File: src/rtl/ellipse_pixel_mask_top_assert.svh
// ----------------------------------------------------------------------------
// Assertion macros for the ellipse pixel mask
// Each macro takes a label, the clock, the reset, a condition and a check.
// ----------------------------------------------------------------------------
`ifndef ELLIPSE_PIXEL_MASK_TOP_ASSERT_SVH
`define ELLIPSE_PIXEL_MASK_TOP_ASSERT_SVH

// The check must hold in the same cycle as the condition.
`define EPM_ASSERT_IMP(label, clk, rst, cond, check) \
   label: assert property (@(posedge clk) disable iff (rst) (cond) |-> (check)) \
      else $error("ellipse pixel mask: assertion failed");

// The check must hold in the cycle after the condition.
`define EPM_ASSERT_NEXT(label, clk, rst, cond, check) \
   label: assert property (@(posedge clk) disable iff (rst) (cond) |=> (check)) \
      else $error("ellipse pixel mask: assertion failed");

`endif

File: src/rtl/epm_pkg.sv
// ----------------------------------------------------------------------------
// Ellipse pixel mask package
// Widths, constants, configuration codes and pipeline payload types.
// ----------------------------------------------------------------------------
`default_nettype none

package epm_pkg;

   localparam int MAX_DIM    = 4096;
   localparam int MIN_DIM    = 2;
   localparam int RESET_DIM  = 64;
   localparam int DIM_W      = 13;
   localparam int COORD_W    = 12;
   localparam int PIX_W      = 32;
   localparam int HALF_W     = DIM_W - 1;
   localparam int SQ_W       = 2 * HALF_W;
   localparam int SCALE      = 10000;
   localparam int SCALE_W    = $clog2(SCALE + 1);
   localparam int PROD_W     = SQ_W + SCALE_W;
   localparam int Q_W        = SCALE_W;
   localparam int SUM_W      = Q_W + 1;
   localparam int DIV_STAGES = Q_W;
   localparam int CSR_IDX_W  = 1;

   localparam logic [PIX_W-1:0] BLACK_OPAQUE = 32'h0000_00FF;

   typedef enum logic [CSR_IDX_W-1:0] {
      CSR_FRAME_WIDTH  = 1'b0,
      CSR_FRAME_HEIGHT = 1'b1
   } csr_idx_type;

   // Effective frame geometry, derived once per register write.
   typedef struct packed {
      logic [DIM_W-1:0]  width;
      logic [DIM_W-1:0]  height;
      logic [HALF_W-1:0] half_x;
      logic [HALF_W-1:0] half_y;
      logic [SQ_W-1:0]   sq_x;
      logic [SQ_W-1:0]   sq_y;
   } cfg_type;

   // Scaled squared offsets, ready for division.
   typedef struct packed {
      logic [PROD_W-1:0] prod_x;
      logic [PROD_W-1:0] prod_y;
      logic [PIX_W-1:0]  pixel;
      logic              in_frame;
   } prod_type;

   // Partial remainders and quotients of the two axis divisions.
   typedef struct packed {
      logic [PROD_W-1:0] rem_x;
      logic [PROD_W-1:0] rem_y;
      logic [Q_W-1:0]    quo_x;
      logic [Q_W-1:0]    quo_y;
      logic [PIX_W-1:0]  pixel;
      logic              in_frame;
   } div_type;

   function automatic logic [DIM_W-1:0] clamp_dim(input logic [DIM_W-1:0] value);
      logic [DIM_W-1:0] result;
      result = value;
      if (32'(value) < MIN_DIM) begin
         result = DIM_W'(MIN_DIM);
      end else if (32'(value) > MAX_DIM) begin
         result = DIM_W'(MAX_DIM);
      end
      return result;
   endfunction

endpackage

`default_nettype wire

File: src/rtl/epm_req_if.sv
// ----------------------------------------------------------------------------
// Ellipse pixel mask request channel
// Valid/ready channel carrying one pixel and its coordinates.
// ----------------------------------------------------------------------------
`default_nettype none

interface epm_req_if;
   logic                         valid;
   logic                         ready;
   logic [epm_pkg::COORD_W-1:0]  pixel_row;
   logic [epm_pkg::COORD_W-1:0]  pixel_col;
   logic [epm_pkg::PIX_W-1:0]    pixel_in;

   modport source (output valid, output pixel_row, output pixel_col, output pixel_in,
                   input ready);
   modport sink   (input valid, input pixel_row, input pixel_col, input pixel_in,
                   output ready);
endinterface

`default_nettype wire

File: src/rtl/epm_rsp_if.sv
// ----------------------------------------------------------------------------
// Ellipse pixel mask result channel
// Valid/ready channel carrying the masked pixel and the inside flag.
// ----------------------------------------------------------------------------
`default_nettype none

interface epm_rsp_if;
   logic                       valid;
   logic                       ready;
   logic [epm_pkg::PIX_W-1:0]  pixel_out;
   logic                       inside_res;

   modport source (output valid, output pixel_out, output inside_res, input ready);
   modport sink   (input valid, input pixel_out, input inside_res, output ready);
endinterface

`default_nettype wire

File: src/rtl/epm_cfg.sv
// ----------------------------------------------------------------------------
// Ellipse pixel mask configuration
// Holds the clamped frame size and the squared semi-axes.
// ----------------------------------------------------------------------------
`default_nettype none

module epm_cfg (
   input  logic                          clock,
   input  logic                          reset,
   input  logic                          csr_we,
   input  logic [epm_pkg::CSR_IDX_W-1:0] csr_idx,
   input  logic [epm_pkg::DIM_W-1:0]     csr_wdata,
   output epm_pkg::cfg_type              cfg
);
   import epm_pkg::*;

   logic [DIM_W-1:0]  width_ff, width_in;
   logic [DIM_W-1:0]  height_ff, height_in;
   logic [HALF_W-1:0] half_x, half_y;
   logic [SQ_W-1:0]   sq_x_ff, sq_x_in;
   logic [SQ_W-1:0]   sq_y_ff, sq_y_in;

   assign half_x = width_ff[DIM_W-1:1];
   assign half_y = height_ff[DIM_W-1:1];

   always_comb begin
      width_in  = width_ff;
      height_in = height_ff;
      if (csr_we) begin
         unique case (csr_idx_type'(csr_idx))
            CSR_FRAME_WIDTH:  width_in  = clamp_dim(csr_wdata);
            CSR_FRAME_HEIGHT: height_in = clamp_dim(csr_wdata);
         endcase
      end
   end

   // The squares are registered from the dimensions, so they follow them in the
   // next cycle; no request reaches the divider that soon after a write.
   assign sq_x_in = SQ_W'(half_x) * SQ_W'(half_x);
   assign sq_y_in = SQ_W'(half_y) * SQ_W'(half_y);

   always_ff @(posedge clock) begin
      if (reset) begin
         width_ff  <= DIM_W'(RESET_DIM);
         height_ff <= DIM_W'(RESET_DIM);
         sq_x_ff   <= SQ_W'((RESET_DIM / 2) * (RESET_DIM / 2));
         sq_y_ff   <= SQ_W'((RESET_DIM / 2) * (RESET_DIM / 2));
      end else begin
         width_ff  <= width_in;
         height_ff <= height_in;
         sq_x_ff   <= sq_x_in;
         sq_y_ff   <= sq_y_in;
      end
   end

   assign cfg = '{width: width_ff, height: height_ff, half_x: half_x, half_y: half_y,
                  sq_x: sq_x_ff, sq_y: sq_y_ff};

endmodule

`default_nettype wire

File: src/rtl/epm_front.sv
// ----------------------------------------------------------------------------
// Ellipse pixel mask front end
// Three stages: offsets from the center, squares, and scaling by 10000.
// ----------------------------------------------------------------------------
`default_nettype none

module epm_front (
   input  logic              clock,
   input  logic              reset,
   input  epm_pkg::cfg_type  cfg,
   epm_req_if.sink           req_bus,
   output logic              out_valid,
   input  logic              out_ready,
   output epm_pkg::prod_type out_data
);
   import epm_pkg::*;

   logic              s1_valid_ff, s2_valid_ff, s3_valid_ff;
   logic              s1_ready, s2_ready, s3_ready;
   logic [HALF_W-1:0] col_h, row_h;
   logic [HALF_W-1:0] s1_dx_ff, s1_dx_in, s1_dy_ff, s1_dy_in;
   logic              s1_frame_ff, s1_frame_in;
   logic [PIX_W-1:0]  s1_pixel_ff;
   logic [SQ_W-1:0]   s2_sqx_ff, s2_sqx_in, s2_sqy_ff, s2_sqy_in;
   logic              s2_frame_ff;
   logic [PIX_W-1:0]  s2_pixel_ff;
   prod_type          s3_ff, s3_in;

   assign s3_ready      = !s3_valid_ff || out_ready;
   assign s2_ready      = !s2_valid_ff || s3_ready;
   assign s1_ready      = !s1_valid_ff || s2_ready;
   assign req_bus.ready = s1_ready;

   assign col_h = HALF_W'(req_bus.pixel_col);
   assign row_h = HALF_W'(req_bus.pixel_row);

   always_comb begin
      s1_dx_in    = (col_h >= cfg.half_x) ? col_h - cfg.half_x : cfg.half_x - col_h;
      s1_dy_in    = (row_h >= cfg.half_y) ? row_h - cfg.half_y : cfg.half_y - row_h;
      s1_frame_in = (DIM_W'(req_bus.pixel_col) < cfg.width) &&
                    (DIM_W'(req_bus.pixel_row) < cfg.height);
   end

   assign s2_sqx_in = SQ_W'(s1_dx_ff) * SQ_W'(s1_dx_ff);
   assign s2_sqy_in = SQ_W'(s1_dy_ff) * SQ_W'(s1_dy_ff);

   always_comb begin
      s3_in.prod_x   = PROD_W'(s2_sqx_ff) * PROD_W'(SCALE);
      s3_in.prod_y   = PROD_W'(s2_sqy_ff) * PROD_W'(SCALE);
      s3_in.pixel    = s2_pixel_ff;
      s3_in.in_frame = s2_frame_ff;
   end

   always_ff @(posedge clock) begin
      if (reset) begin
         s1_valid_ff <= 1'b0;
         s2_valid_ff <= 1'b0;
         s3_valid_ff <= 1'b0;
      end else begin
         if (s1_ready) begin
            s1_valid_ff <= req_bus.valid;
         end
         if (s2_ready) begin
            s2_valid_ff <= s1_valid_ff;
         end
         if (s3_ready) begin
            s3_valid_ff <= s2_valid_ff;
         end
      end
   end

   always_ff @(posedge clock) begin
      if (s1_ready) begin
         s1_dx_ff    <= s1_dx_in;
         s1_dy_ff    <= s1_dy_in;
         s1_frame_ff <= s1_frame_in;
         s1_pixel_ff <= req_bus.pixel_in;
      end
      if (s2_ready) begin
         s2_sqx_ff   <= s2_sqx_in;
         s2_sqy_ff   <= s2_sqy_in;
         s2_frame_ff <= s1_frame_ff;
         s2_pixel_ff <= s1_pixel_ff;
      end
      if (s3_ready) begin
         s3_ff <= s3_in;
      end
   end

   assign out_valid = s3_valid_ff;
   assign out_data  = s3_ff;

endmodule

`default_nettype wire

File: src/rtl/epm_div.sv
// ----------------------------------------------------------------------------
// Ellipse pixel mask divider
// Pipelined restoring division, one quotient bit per stage on both axes.
// ----------------------------------------------------------------------------
`default_nettype none

module epm_div (
   input  logic              clock,
   input  logic              reset,
   input  epm_pkg::cfg_type  cfg,
   input  logic              in_valid,
   output logic              in_ready,
   input  epm_pkg::prod_type in_data,
   output logic              out_valid,
   input  logic              out_ready,
   output epm_pkg::div_type  out_data
);
   import epm_pkg::*;

   logic [DIV_STAGES-1:0] valid_ff;
   logic [DIV_STAGES-1:0] src_valid;
   logic [DIV_STAGES-1:0] ready;
   div_type               data_ff [DIV_STAGES];
   div_type               data_in [DIV_STAGES];
   div_type               src     [DIV_STAGES];

   // A stage may load when it or any stage after it is empty, or the
   // consumer takes the last one.
   always_comb begin
      for (int s = 0; s < DIV_STAGES; s++) begin
         ready[s] = out_ready ||
                    ((valid_ff >> s) != ({DIV_STAGES{1'b1}} >> s));
      end
   end

   always_comb begin
      src_valid[0] = in_valid;
      src[0]       = '{rem_x: in_data.prod_x, rem_y: in_data.prod_y,
                       quo_x: '0, quo_y: '0,
                       pixel: in_data.pixel, in_frame: in_data.in_frame};
      for (int s = 1; s < DIV_STAGES; s++) begin
         src_valid[s] = valid_ff[s-1];
         src[s]       = data_ff[s-1];
      end
   end

   // Stage s settles quotient bit DIV_STAGES-1-s against the divisor
   // shifted into that position.
   always_comb begin : div_step
      logic [PROD_W-1:0] dvs_x;
      logic [PROD_W-1:0] dvs_y;
      for (int s = 0; s < DIV_STAGES; s++) begin
         dvs_x      = PROD_W'(cfg.sq_x) << (DIV_STAGES - 1 - s);
         dvs_y      = PROD_W'(cfg.sq_y) << (DIV_STAGES - 1 - s);
         data_in[s] = src[s];
         if (src[s].rem_x >= dvs_x) begin
            data_in[s].rem_x                    = src[s].rem_x - dvs_x;
            data_in[s].quo_x[DIV_STAGES - 1 - s] = 1'b1;
         end
         if (src[s].rem_y >= dvs_y) begin
            data_in[s].rem_y                    = src[s].rem_y - dvs_y;
            data_in[s].quo_y[DIV_STAGES - 1 - s] = 1'b1;
         end
      end
   end

   always_ff @(posedge clock) begin
      if (reset) begin
         valid_ff <= '0;
      end else begin
         for (int s = 0; s < DIV_STAGES; s++) begin
            if (ready[s]) begin
               valid_ff[s] <= src_valid[s];
            end
         end
      end
   end

   always_ff @(posedge clock) begin
      for (int s = 0; s < DIV_STAGES; s++) begin
         if (ready[s]) begin
            data_ff[s] <= data_in[s];
         end
      end
   end

   assign in_ready  = ready[0];
   assign out_valid = valid_ff[DIV_STAGES-1];
   assign out_data  = data_ff[DIV_STAGES-1];

endmodule

`default_nettype wire

File: src/rtl/ellipse_pixel_mask_top.sv
// ----------------------------------------------------------------------------
// Ellipse pixel mask
// Streams RGBA pixels and blacks out those outside the inscribed ellipse.
// ----------------------------------------------------------------------------
// Usage:
// Requests arrive on req_bus (valid/ready) with a pixel, its row and column.
// Results leave on rsp_bus (valid/ready) in request order, one per request:
// the pixel unchanged with inside_res set, or opaque black 0x000000FF.
// The frame width and height are written through csr_we/csr_idx/csr_wdata
// while no request is in flight; values below 2 or above the maximum frame
// size are clamped.
// From acceptance to rsp_bus.valid a request passes one stage for the center
// offsets, one for the squares, one for the scaling by 10000, 14 divider
// stages (one quotient bit each) and the output register.
// Throughput is one request per cycle; a new request is taken every cycle
// the pipeline has room.
// When the receiver stalls, the result holds in the output register and the
// stages behind it keep filling until all are occupied, then req_bus.ready
// drops. Nothing is lost or repeated.
// Reset (synchronous) empties the pipeline and sets both dimensions to 64.
// ----------------------------------------------------------------------------
`default_nettype none

`include "ellipse_pixel_mask_top_assert.svh"

module ellipse_pixel_mask_top (
   input  logic                          clock,
   input  logic                          reset,
   input  logic                          csr_we,
   input  logic [epm_pkg::CSR_IDX_W-1:0] csr_idx,
   input  logic [epm_pkg::DIM_W-1:0]     csr_wdata,
   epm_req_if.sink                       req_bus,
   epm_rsp_if.source                     rsp_bus
);
   import epm_pkg::*;

   cfg_type          cfg;
   logic             front_valid, front_ready;
   prod_type         front_data;
   logic             div_valid, div_ready;
   div_type          div_data;
   logic             rsp_valid_ff;
   logic [PIX_W-1:0] rsp_pixel_ff, rsp_pixel_in;
   logic             rsp_inside_ff, rsp_inside_in;
   logic [SUM_W-1:0] term_sum;

   epm_cfg u_cfg (
      .clock     (clock),
      .reset     (reset),
      .csr_we    (csr_we),
      .csr_idx   (csr_idx),
      .csr_wdata (csr_wdata),
      .cfg       (cfg)
   );

   epm_front u_front (
      .clock     (clock),
      .reset     (reset),
      .cfg       (cfg),
      .req_bus   (req_bus),
      .out_valid (front_valid),
      .out_ready (front_ready),
      .out_data  (front_data)
   );

   epm_div u_div (
      .clock     (clock),
      .reset     (reset),
      .cfg       (cfg),
      .in_valid  (front_valid),
      .in_ready  (front_ready),
      .in_data   (front_data),
      .out_valid (div_valid),
      .out_ready (div_ready),
      .out_data  (div_data)
   );

   assign div_ready = !rsp_valid_ff || rsp_bus.ready;

   always_comb begin
      term_sum      = SUM_W'(div_data.quo_x) + SUM_W'(div_data.quo_y);
      rsp_inside_in = div_data.in_frame && (term_sum <= SUM_W'(SCALE));
      rsp_pixel_in  = rsp_inside_in ? div_data.pixel : BLACK_OPAQUE;
   end

   always_ff @(posedge clock) begin
      if (reset) begin
         rsp_valid_ff <= 1'b0;
      end else if (div_ready) begin
         rsp_valid_ff <= div_valid;
      end
   end

   always_ff @(posedge clock) begin
      if (div_ready) begin
         rsp_pixel_ff  <= rsp_pixel_in;
         rsp_inside_ff <= rsp_inside_in;
      end
   end

   assign rsp_bus.valid      = rsp_valid_ff;
   assign rsp_bus.pixel_out  = rsp_pixel_ff;
   assign rsp_bus.inside_res = rsp_inside_ff;

   `EPM_ASSERT_IMP(a_black_when_outside, clock, reset, rsp_bus.valid && !rsp_bus.inside_res, rsp_bus.pixel_out == BLACK_OPAQUE)
   `EPM_ASSERT_IMP(a_dims_clamped, clock, reset, 1'b1, cfg.width >= DIM_W'(MIN_DIM) && cfg.height >= DIM_W'(MIN_DIM))
   `EPM_ASSERT_NEXT(a_square_tracks_half, clock, reset, 1'b1, cfg.sq_x == SQ_W'($past(cfg.half_x)) * SQ_W'($past(cfg.half_x)))

endmodule

`default_nettype wire
File: src/flat_wrapper.sv
// flat-port wrapper written by rule: the top's interface ports become plain ports
module ellipse_pixel_mask_top_flat import epm_pkg::*;
  (clock, reset, csr_we, csr_idx, csr_wdata, req_bus_valid, req_bus_pixel_row, req_bus_pixel_col, req_bus_pixel_in, req_bus_ready, rsp_bus_valid, rsp_bus_pixel_out, rsp_bus_inside_res, rsp_bus_ready);
  epm_req_if req_bus_i ();
  epm_rsp_if rsp_bus_i ();
  input  logic clock;
  input  logic reset;
  input  logic csr_we;
  input  logic [epm_pkg::CSR_IDX_W-1:0] csr_idx;
  input  logic [epm_pkg::DIM_W-1:0] csr_wdata;
  input wire logic [$bits(req_bus_i.valid)-1:0] req_bus_valid;
  input wire logic [$bits(req_bus_i.pixel_row)-1:0] req_bus_pixel_row;
  input wire logic [$bits(req_bus_i.pixel_col)-1:0] req_bus_pixel_col;
  input wire logic [$bits(req_bus_i.pixel_in)-1:0] req_bus_pixel_in;
  output wire logic [$bits(req_bus_i.ready)-1:0] req_bus_ready;
  output wire logic [$bits(rsp_bus_i.valid)-1:0] rsp_bus_valid;
  output wire logic [$bits(rsp_bus_i.pixel_out)-1:0] rsp_bus_pixel_out;
  output wire logic [$bits(rsp_bus_i.inside_res)-1:0] rsp_bus_inside_res;
  input wire logic [$bits(rsp_bus_i.ready)-1:0] rsp_bus_ready;
  assign req_bus_i.valid = req_bus_valid;
  assign req_bus_i.pixel_row = req_bus_pixel_row;
  assign req_bus_i.pixel_col = req_bus_pixel_col;
  assign req_bus_i.pixel_in = req_bus_pixel_in;
  assign req_bus_ready = req_bus_i.ready;
  assign rsp_bus_valid = rsp_bus_i.valid;
  assign rsp_bus_pixel_out = rsp_bus_i.pixel_out;
  assign rsp_bus_inside_res = rsp_bus_i.inside_res;
  assign rsp_bus_i.ready = rsp_bus_ready;
  ellipse_pixel_mask_top u_core (.clock(clock), .reset(reset), .csr_we(csr_we), .csr_idx(csr_idx), .csr_wdata(csr_wdata), .req_bus(req_bus_i), .rsp_bus(rsp_bus_i));
endmodule
File: config.mk
export PLATFORM = sky130hd
export DESIGN_NAME = ellipse_pixel_mask_top_flat
export DESIGN_NICKNAME = d
export VERILOG_FILES = /design/src/rtl/epm_pkg.sv /design/src/rtl/epm_req_if.sv /design/src/rtl/epm_rsp_if.sv /design/src/rtl/epm_cfg.sv /design/src/rtl/epm_front.sv /design/src/rtl/epm_div.sv /design/src/rtl/ellipse_pixel_mask_top.sv /design/src/flat_wrapper.sv
export VERILOG_INCLUDE_DIRS = /design/src /design/src/rtl
export SDC_FILE = /design/constraint.sdc
export NUM_CORES = 2
export LEC_CHECK = 0
export BUFFER_PORTS_ARGS = -buffer_cell sky130_fd_sc_hd__buf_2
export CELL_PAD_IN_SITES_DETAIL_PLACEMENT = 1
export CELL_PAD_IN_SITES_GLOBAL_PLACEMENT = 2
export CORE_UTILIZATION = 40
export CTS_CLUSTER_DIAMETER = 60
export DETAILED_ROUTE_END_ITERATION = 8
export HOLD_SLACK_MARGIN = 0.15
export PLACE_DENSITY_LB_ADDON = 0.1
export SLEW_MARGIN = 20
export SYNTH_ARGS = -nofsm -noshare
export SYNTH_HDL_FRONTEND = slang
export SYNTH_SLANG_ARGS = --single-unit
export TNS_END_PERCENT = 20
File: constraint.sdc
create_clock -name clock -period 9.6 [get_ports clock]
set_clock_uncertainty 0.2 [all_clocks]
set_input_delay 0.48 -clock clock [delete_from_list [all_inputs] [get_ports clock]]
set_output_delay 0.48 -clock clock [all_outputs]
set_load 0.05 [all_outputs]
; ---- After elaboration in Yosys (flattened, before gate mapping)
; Memory sizes are Yosys's and may differ from the RTL's.
; Cells that the tools add are included.
; W data, S select, Z words.
[classes]
n_bitwise = 2
addsub = 33
eq_ne = 13
multipliers = 6
n_lt_le_gt_ge = 35
n_mux = 88
n_reduce_logical = 26
[ops]
columns = operator, count
row1 = $mux W38, 28
row2 = $mul A12 B12 Y24, 4
row3 = $ge A38 B24 Y1, 2
row4 = $ge A38 B25 Y1, 2
row5 = $ge A38 B26 Y1, 2
row6 = $ge A38 B27 Y1, 2
row7 = $ge A38 B28 Y1, 2
row8 = $ge A38 B29 Y1, 2
row9 = $ge A38 B30 Y1, 2
row10 = $ge A38 B31 Y1, 2
row11 = $ge A38 B32 Y1, 2
row12 = $ge A38 B33 Y1, 2
row13 = $ge A38 B34 Y1, 2
row14 = $ge A38 B35 Y1, 2
row15 = $ge A38 B36 Y1, 2
row16 = $ge A38 B37 Y1, 2
row17 = $sub A38 B24 Y38, 2
row18 = $sub A38 B25 Y38, 2
row19 = $sub A38 B26 Y38, 2
row20 = $sub A38 B27 Y38, 2
row21 = $sub A38 B28 Y38, 2
row22 = $sub A38 B29 Y38, 2
row23 = $sub A38 B30 Y38, 2
row24 = $sub A38 B31 Y38, 2
row25 = 35 further kinds, 127
[word_totals]
mem_count = 1
wordCells = 240
inputBits = 75
register_bits = 364
ram_bits = 1918
output_inout_bits = 35
[mem_list]
columns = name, depth, width, read_ports, rd_ports_with_merged_regs, write_ports, line_no
row1 = u_core.u_div.data_ff, 14, 137, 14, 0, 14, epm_div.sv:23  ; div_type data_ff [DIV_STAGES];

; ---- Depth between registers and ports, before layout
[depth]
ltp_word = 6
mapped_depth = 24
depth_no_buf = 23

; ---- Modules after synthesis
; From an unflattened synthesis, not the netlist that was laid out.
[hier_totals]
cells_unflattened = 12451
hier_area_um2 = 136572.2
[by_module_without_submodules]
columns = module, area_per_inst_um2, n_inst, cells_each, seq_area_each_um2
row1 = epm_div, 98907.4, 1, 8705, 52410.3
row2 = epm_front, 24820.1, 1, 2296, 7116.8
row3 = epm_cfg, 10731.5, 1, 1253, 1441.4
row4 = ellipse_pixel_mask_top, 2113.3, 1, 197, 1011.0

; ---- Worst setup path after synthesis
; OpenSTA, ideal clock, no wires.
[synth_path]
kind = register to register
start = register u_core.rsp_valid_ff, in the netlist u_core.rsp_bus.valid
end = register u_core.u_front.s1_dx_ff[0], enable pin
setup_time_ns = 0.938
period_less_slack_ns = 10.032
path_slack_ns = -0.432
path_buffers = 0
path_stages_with_launch = 10
t_required_ns = 8.462
arrival_ns = 8.894
cell_sequence = dfxtp_1 > nor2b_1 > and3_1 > and3_1 > inv_1 > nor3_1 > and2_1 > nand3_1 > nor2_1 > nand3_1
[synth_via]
elab_chain_len = 6
[synth_lines]
columns = item, line_no
row1 = start: declaration, ellipse_pixel_mask_top.sv:42  ; logic rsp_valid_ff;
row2 = start signal: assignment, ellipse_pixel_mask_top.sv:90  ; rsp_valid_ff <= div_valid;
row3 = $logic_not A1 Y1, ellipse_pixel_mask_top.sv:78  ; assign div_ready = !rsp_valid_ff || rsp_bus.ready;
row4 = $logic_or A1 B1 Y1, ellipse_pixel_mask_top.sv:78
row5 = $logic_or A1 B1 Y1, epm_div.sv:31  ; ready[s] = out_ready ||
row6 = net u_core.front_ready, ellipse_pixel_mask_top.sv:38  ; logic front_valid, front_ready;
row7 = $logic_or A1 B1 Y1, epm_front.sv:29  ; assign s3_ready = !s3_valid_ff || out_ready;
row8 = $logic_or A1 B1 Y1, epm_front.sv:30  ; assign s2_ready = !s2_valid_ff || s3_ready;
row9 = $logic_or A1 B1 Y1, epm_front.sv:31  ; assign s1_ready = !s1_valid_ff || s2_ready;
row10 = net req_bus_ready, flat_wrapper.sv:15  ; output wire logic [$bits(req_bus_i.ready)-1:0] req_bus_ready;
row11 = end signal: assignment, epm_front.sv:74  ; s1_dx_ff <= s1_dx_in;
row12 = end: declaration, epm_front.sv:21  ; logic [HALF_W-1:0] s1_dx_ff, s1_dx_in, s1_dy_ff, s1_dy_in;
; The timed path passes the listed nets, and every way through them passes these cells.
; A chain may end at the register's enable or synchronous reset.

; ---- Worst setup path in the final report
[layout_path]
start = register u_core.rsp_valid_ff, in the netlist u_core.rsp_bus.valid
end = output port req_bus_ready
[layout_via]
elab_chain_len = 6
[layout_lines]
columns = item, line_no
row1 = $logic_not A1 Y1, ellipse_pixel_mask_top.sv:78
row2 = $logic_or A1 B1 Y1, ellipse_pixel_mask_top.sv:78
row3 = $logic_or A1 B1 Y1, epm_div.sv:31
row4 = net u_core.front_ready, ellipse_pixel_mask_top.sv:38
row5 = $logic_or A1 B1 Y1, epm_front.sv:29
row6 = $logic_or A1 B1 Y1, epm_front.sv:30
row7 = $logic_or A1 B1 Y1, epm_front.sv:31
row8 = end: declaration, flat_wrapper.sv:15
; The timed path passes the listed nets, and every way through them passes these cells.

==> out/metrics.cfg <==
[outcome]
status = complete, but fails checks
violations = DRC

[route]
viasPerCell = 5.28
vias = 84200
drt-wirelength-per-cell_um = 20.2
dr.pass1.iters = 7
drt-total-wl_um = 322000
drtAntennaViolNets = 0
drtIter0Drc = 3662
route.detailed.drc = 32

[floorplan]
dieHeight_um = 559
core_mm2 = 0.309
start_util_pct = 40.2
io_pins = 110
rows = 204
die_width_um = 559
dieArea_mm2 = 0.313

[critical_path]
cp.arrival_ps = 6220
worstPathRequired_ps = 8920
cpMaxStageDelayCell = nor3_1
r2r_end = u_core.u_cfg.sq_y_ff[23]$_SDFF_PP0_
slowest_delay_ps = 770
cp-start-kind = register
worst-setup-path-type = register to output pin
rrSetupSlack_ps = 3100
path_cells = nor2b_1 > and3_1 > and3_1 > inv_6 > nor3_1 > and2_1 > nand3_4 > nor2_1 > nand3_4 > buf_4 > buf_2
critPathTopFamily = simple AND/OR/NAND/NOR gates
reg2reg_depth = 19
path_max_fanout = 59
worst-path-buf-inv = 3
worstReg2RegStart = u_core.u_cfg.height_ff[10]$_SDFFE_PP0P_
end_kind = output pin

[yosys]
synthFlopType = edfxtp_1
ys_ff_latch = 1910
async_flop_share_pct = 0
avgSynthCellArea_um2 = 11.0
netlist_area_mm2 = 0.124
synth_edf_count = 1820
yosys_warnings = 0
seq_area_frac_synth_pct = 45.5
ys_types = 99
synthCells = 11300

[clock_network]
htree_levels = 4
clk_path_buf_depth = 4
cts_tree = done
cts-resized-gates = 0
cts_sinks = 1910
clock_latency_ps = 920
cts_buffers = 239
cts_root_buf = clkbuf_16
clk_pin_slew_ps = 60

[place]
gp_congestion = 0.850
dpl.hpwl_um = 250000
placed_area_mm2 = 0.130
port_buffers = 109

[timing]
tns_ps = 0
clock.fmax_ghz = 0.145
max_slew.worst_pin.slew_ps = 1040
rsz0062_at_grt = false
min_period_ps = 6900
finalHoldViolations = 0
drv_slew = 0
fin_crit_sh_pct = 71.9
slew_headroom_pct = 30.3
report.final.setup_viol = 0

[global_routing]
grt-ovfl-total = 0
grt_usage_pct = 20.4
antenna_found_initial = 21
grt_max_degree = 80
grt_pass1_wl_um = 508000
grt_pass1_vias = 91200

[min_path]
holdCritPathClass = register to register
hold_end = u_core.u_div.data_ff[0][841]$_DFFE_PP_
hold_path_depth = 0
min_from = u_core.u_div.data_ff[0][704]$_DFFE_PP_

[cells_and_area]
nets = 13300
fillers = 33200
drive_gt1_share_pct = 7.27
area_delta_synth_final_pct = 11.9
fin_area_mm2 = 0.139

[flow_run]
maxCapViolations = 0

cells by family after synthesis:
group	after synthesis	synth area share (%)
AND/OR/NAND/NOR	2954	11.5
AO/OA/AOI/OAI	2545	12.9
flip-flops	1910	45.5
adder cells (fa/ha/maj)	1623	19.0
buffers and inverters	1305	3.97
XOR/XNOR	823	5.81
multiplexers	158	1.41
other	2	0.00605
routing by layer:
| layer | vias to the layer above | routed length, um | track usage, % |
|---|---|---|---|
| met1 | 41400 | 146000 | 26.2 |
| li1 | 41300 | - | - |
| met3 | 482 | 8480 | 1.91 |
| met5 | - | 0 | 0 |
| met2 | 983 | 155000 | 35.5 |
| met4 | 0 | 12200 | 7.41 |
cell usage in the layout, fill, tap and decap left out, drive strengths merged, types with 184 or more instances in the layout:
| master | synthesis | layout |
|---|---|---|
| nor3 | 184 | 184 |
| nand3 | 190 | 190 |
| nor2 | 875 | 875 |
| a21o | 398 | 398 |
| buf | 33 | 207 |
| xnor2 | 483 | 483 |
| nand2 | 742 | 742 |
| edfxtp | 1820 | 1820 |
| inv | 1061 | 1086 |
| o21ai | 552 | 552 |
| ha | 1188 | 1188 |
| fa | 435 | 435 |
| a21oi | 858 | 858 |
| xor2 | 340 | 340 |
| clkbuf | 205 | 273 |
synthesized netlist by cell type, types with 26 or more instances:
library cell	number	share of area, %
or2_2	38	0.19
fa_1	435	7.0
a21boi_0	35	0.21
a21o_1	398	2.4
a21oi_1	855	3.4
o211ai_1	52	0.31
o21bai_1	84	0.51
nor4_1	86	0.43
nand2b_1	151	0.76
nand3b_1	28	0.17
nor2_1	874	2.6
clkbuf_1	205	0.62
o31ai_1	53	0.32
ha_1	1188	12
o21ai_0	495	2.0
nand3_1	190	0.77
a211oi_1	68	0.41
xnor2_1	483	3.4
edfxtp_1	1820	44
o21ai_1	57	0.23
inv_1	1050	3.2
dfxtp_1	90	1.5
nand4_1	99	0.50
nand2_1	742	2.2
nor3_1	184	0.74
o21a_1	83	0.50
mux2_2	135	1.2
or4_1	26	0.16
a31oi_1	72	0.36
xor2_1	340	2.4
nor2b_1	138	0.70
and2_1	160	0.81
o41ai_1	27	0.19
and3_1	78	0.39
or3_1	74	0.37
per-stage QoR:
stage	std cells	worst slack (ps)	hold slack, ps	util, %
floorplan	11300	877	200	-
global placement	15400	3190	201	42.1
detailed placement	15400	3030	205	42.1
CTS	16000	2460	151	45.0
global route	16000	2220	159	45.0
finish	16000	2700	150	45.0
sequential cells by signal (all words and copies together), names as in the netlist, 12 cells and up:
register and count:
u_core.u_front.s2_pixel_ff 32, u_core.u_cfg.width_ff 13, u_core.rsp_bus.pixel_out 32, u_core.u_front.s1_pixel_ff 32, u_core.u_cfg.height_ff 13, u_core.u_front.s2_sqx_ff 23
u_core.u_cfg.sq_x_ff 23, u_core.u_front.out_data 99, u_core.u_front.s2_sqy_ff 23, u_core.u_front.s1_dy_ff 12, u_core.u_div.data_ff 1552, u_core.u_div.valid_ff 14
u_core.u_front.s1_dx_ff 12, u_core.u_cfg.sq_y_ff 23
how the worst max path moves through the flow:
stage | from | endpoint | slack, ps | cells after the start
CTS | u_core.rsp_bus.valid$_SDFFE_PP0P_ | req_bus_ready | 2460 | 11
global route | u_core.rsp_bus.valid$_SDFFE_PP0P_ | req_bus_ready | 2220 | 11
floorplan | u_core.rsp_bus.valid$_SDFFE_PP0P_ | u_core.u_front.s1_dx_ff[0]$_DFFE_PP_ | 880 | 9
global placement | u_core.u_front.s1_dx_ff[4]$_DFFE_PP_ | u_core.u_front.s2_sqx_ff[23]$_DFFE_PP_ | 3190 | 18
detailed placement | u_core.u_front.s1_dx_ff[6]$_DFFE_PP_ | u_core.u_front.s2_sqx_ff[23]$_DFFE_PP_ | 3030 | 18
finish | u_core.rsp_bus.valid$_SDFFE_PP0P_ | req_bus_ready | 2700 | 11
final cells by class:
| cell class | instances | area, um^2 | area share, % |
|---|---|---|---|
| Antenna cell | 7 | 17.5 | 0.0126 |
| Clock buffer | 273 | 6190 | 4.46 |
| Clock inverter | 174 | 1850 | 1.33 |
| Multi-Input combinational cell | 8107 | 63000 | 45.4 |
| Tap cell | 4120 | 5150 | 3.71 |
| Timing Repair Buffer | 299 | 2210 | 1.59 |
| Inverter | 1067 | 4030 | 2.90 |
| Sequential cell | 1910 | 56500 | 40.6 |
what timing repair did:
| item | CTS | global route |
|---|---|---|
| endpoints found under the hold margin | 107 | 0 |
| setup buffers | 0 | 0 |
| hold buffers | 92 | 0 |
Power is left out: the tool's default activity adds up to more than one toggle a clock period on the data nets, which glitch-free logic cannot reach.
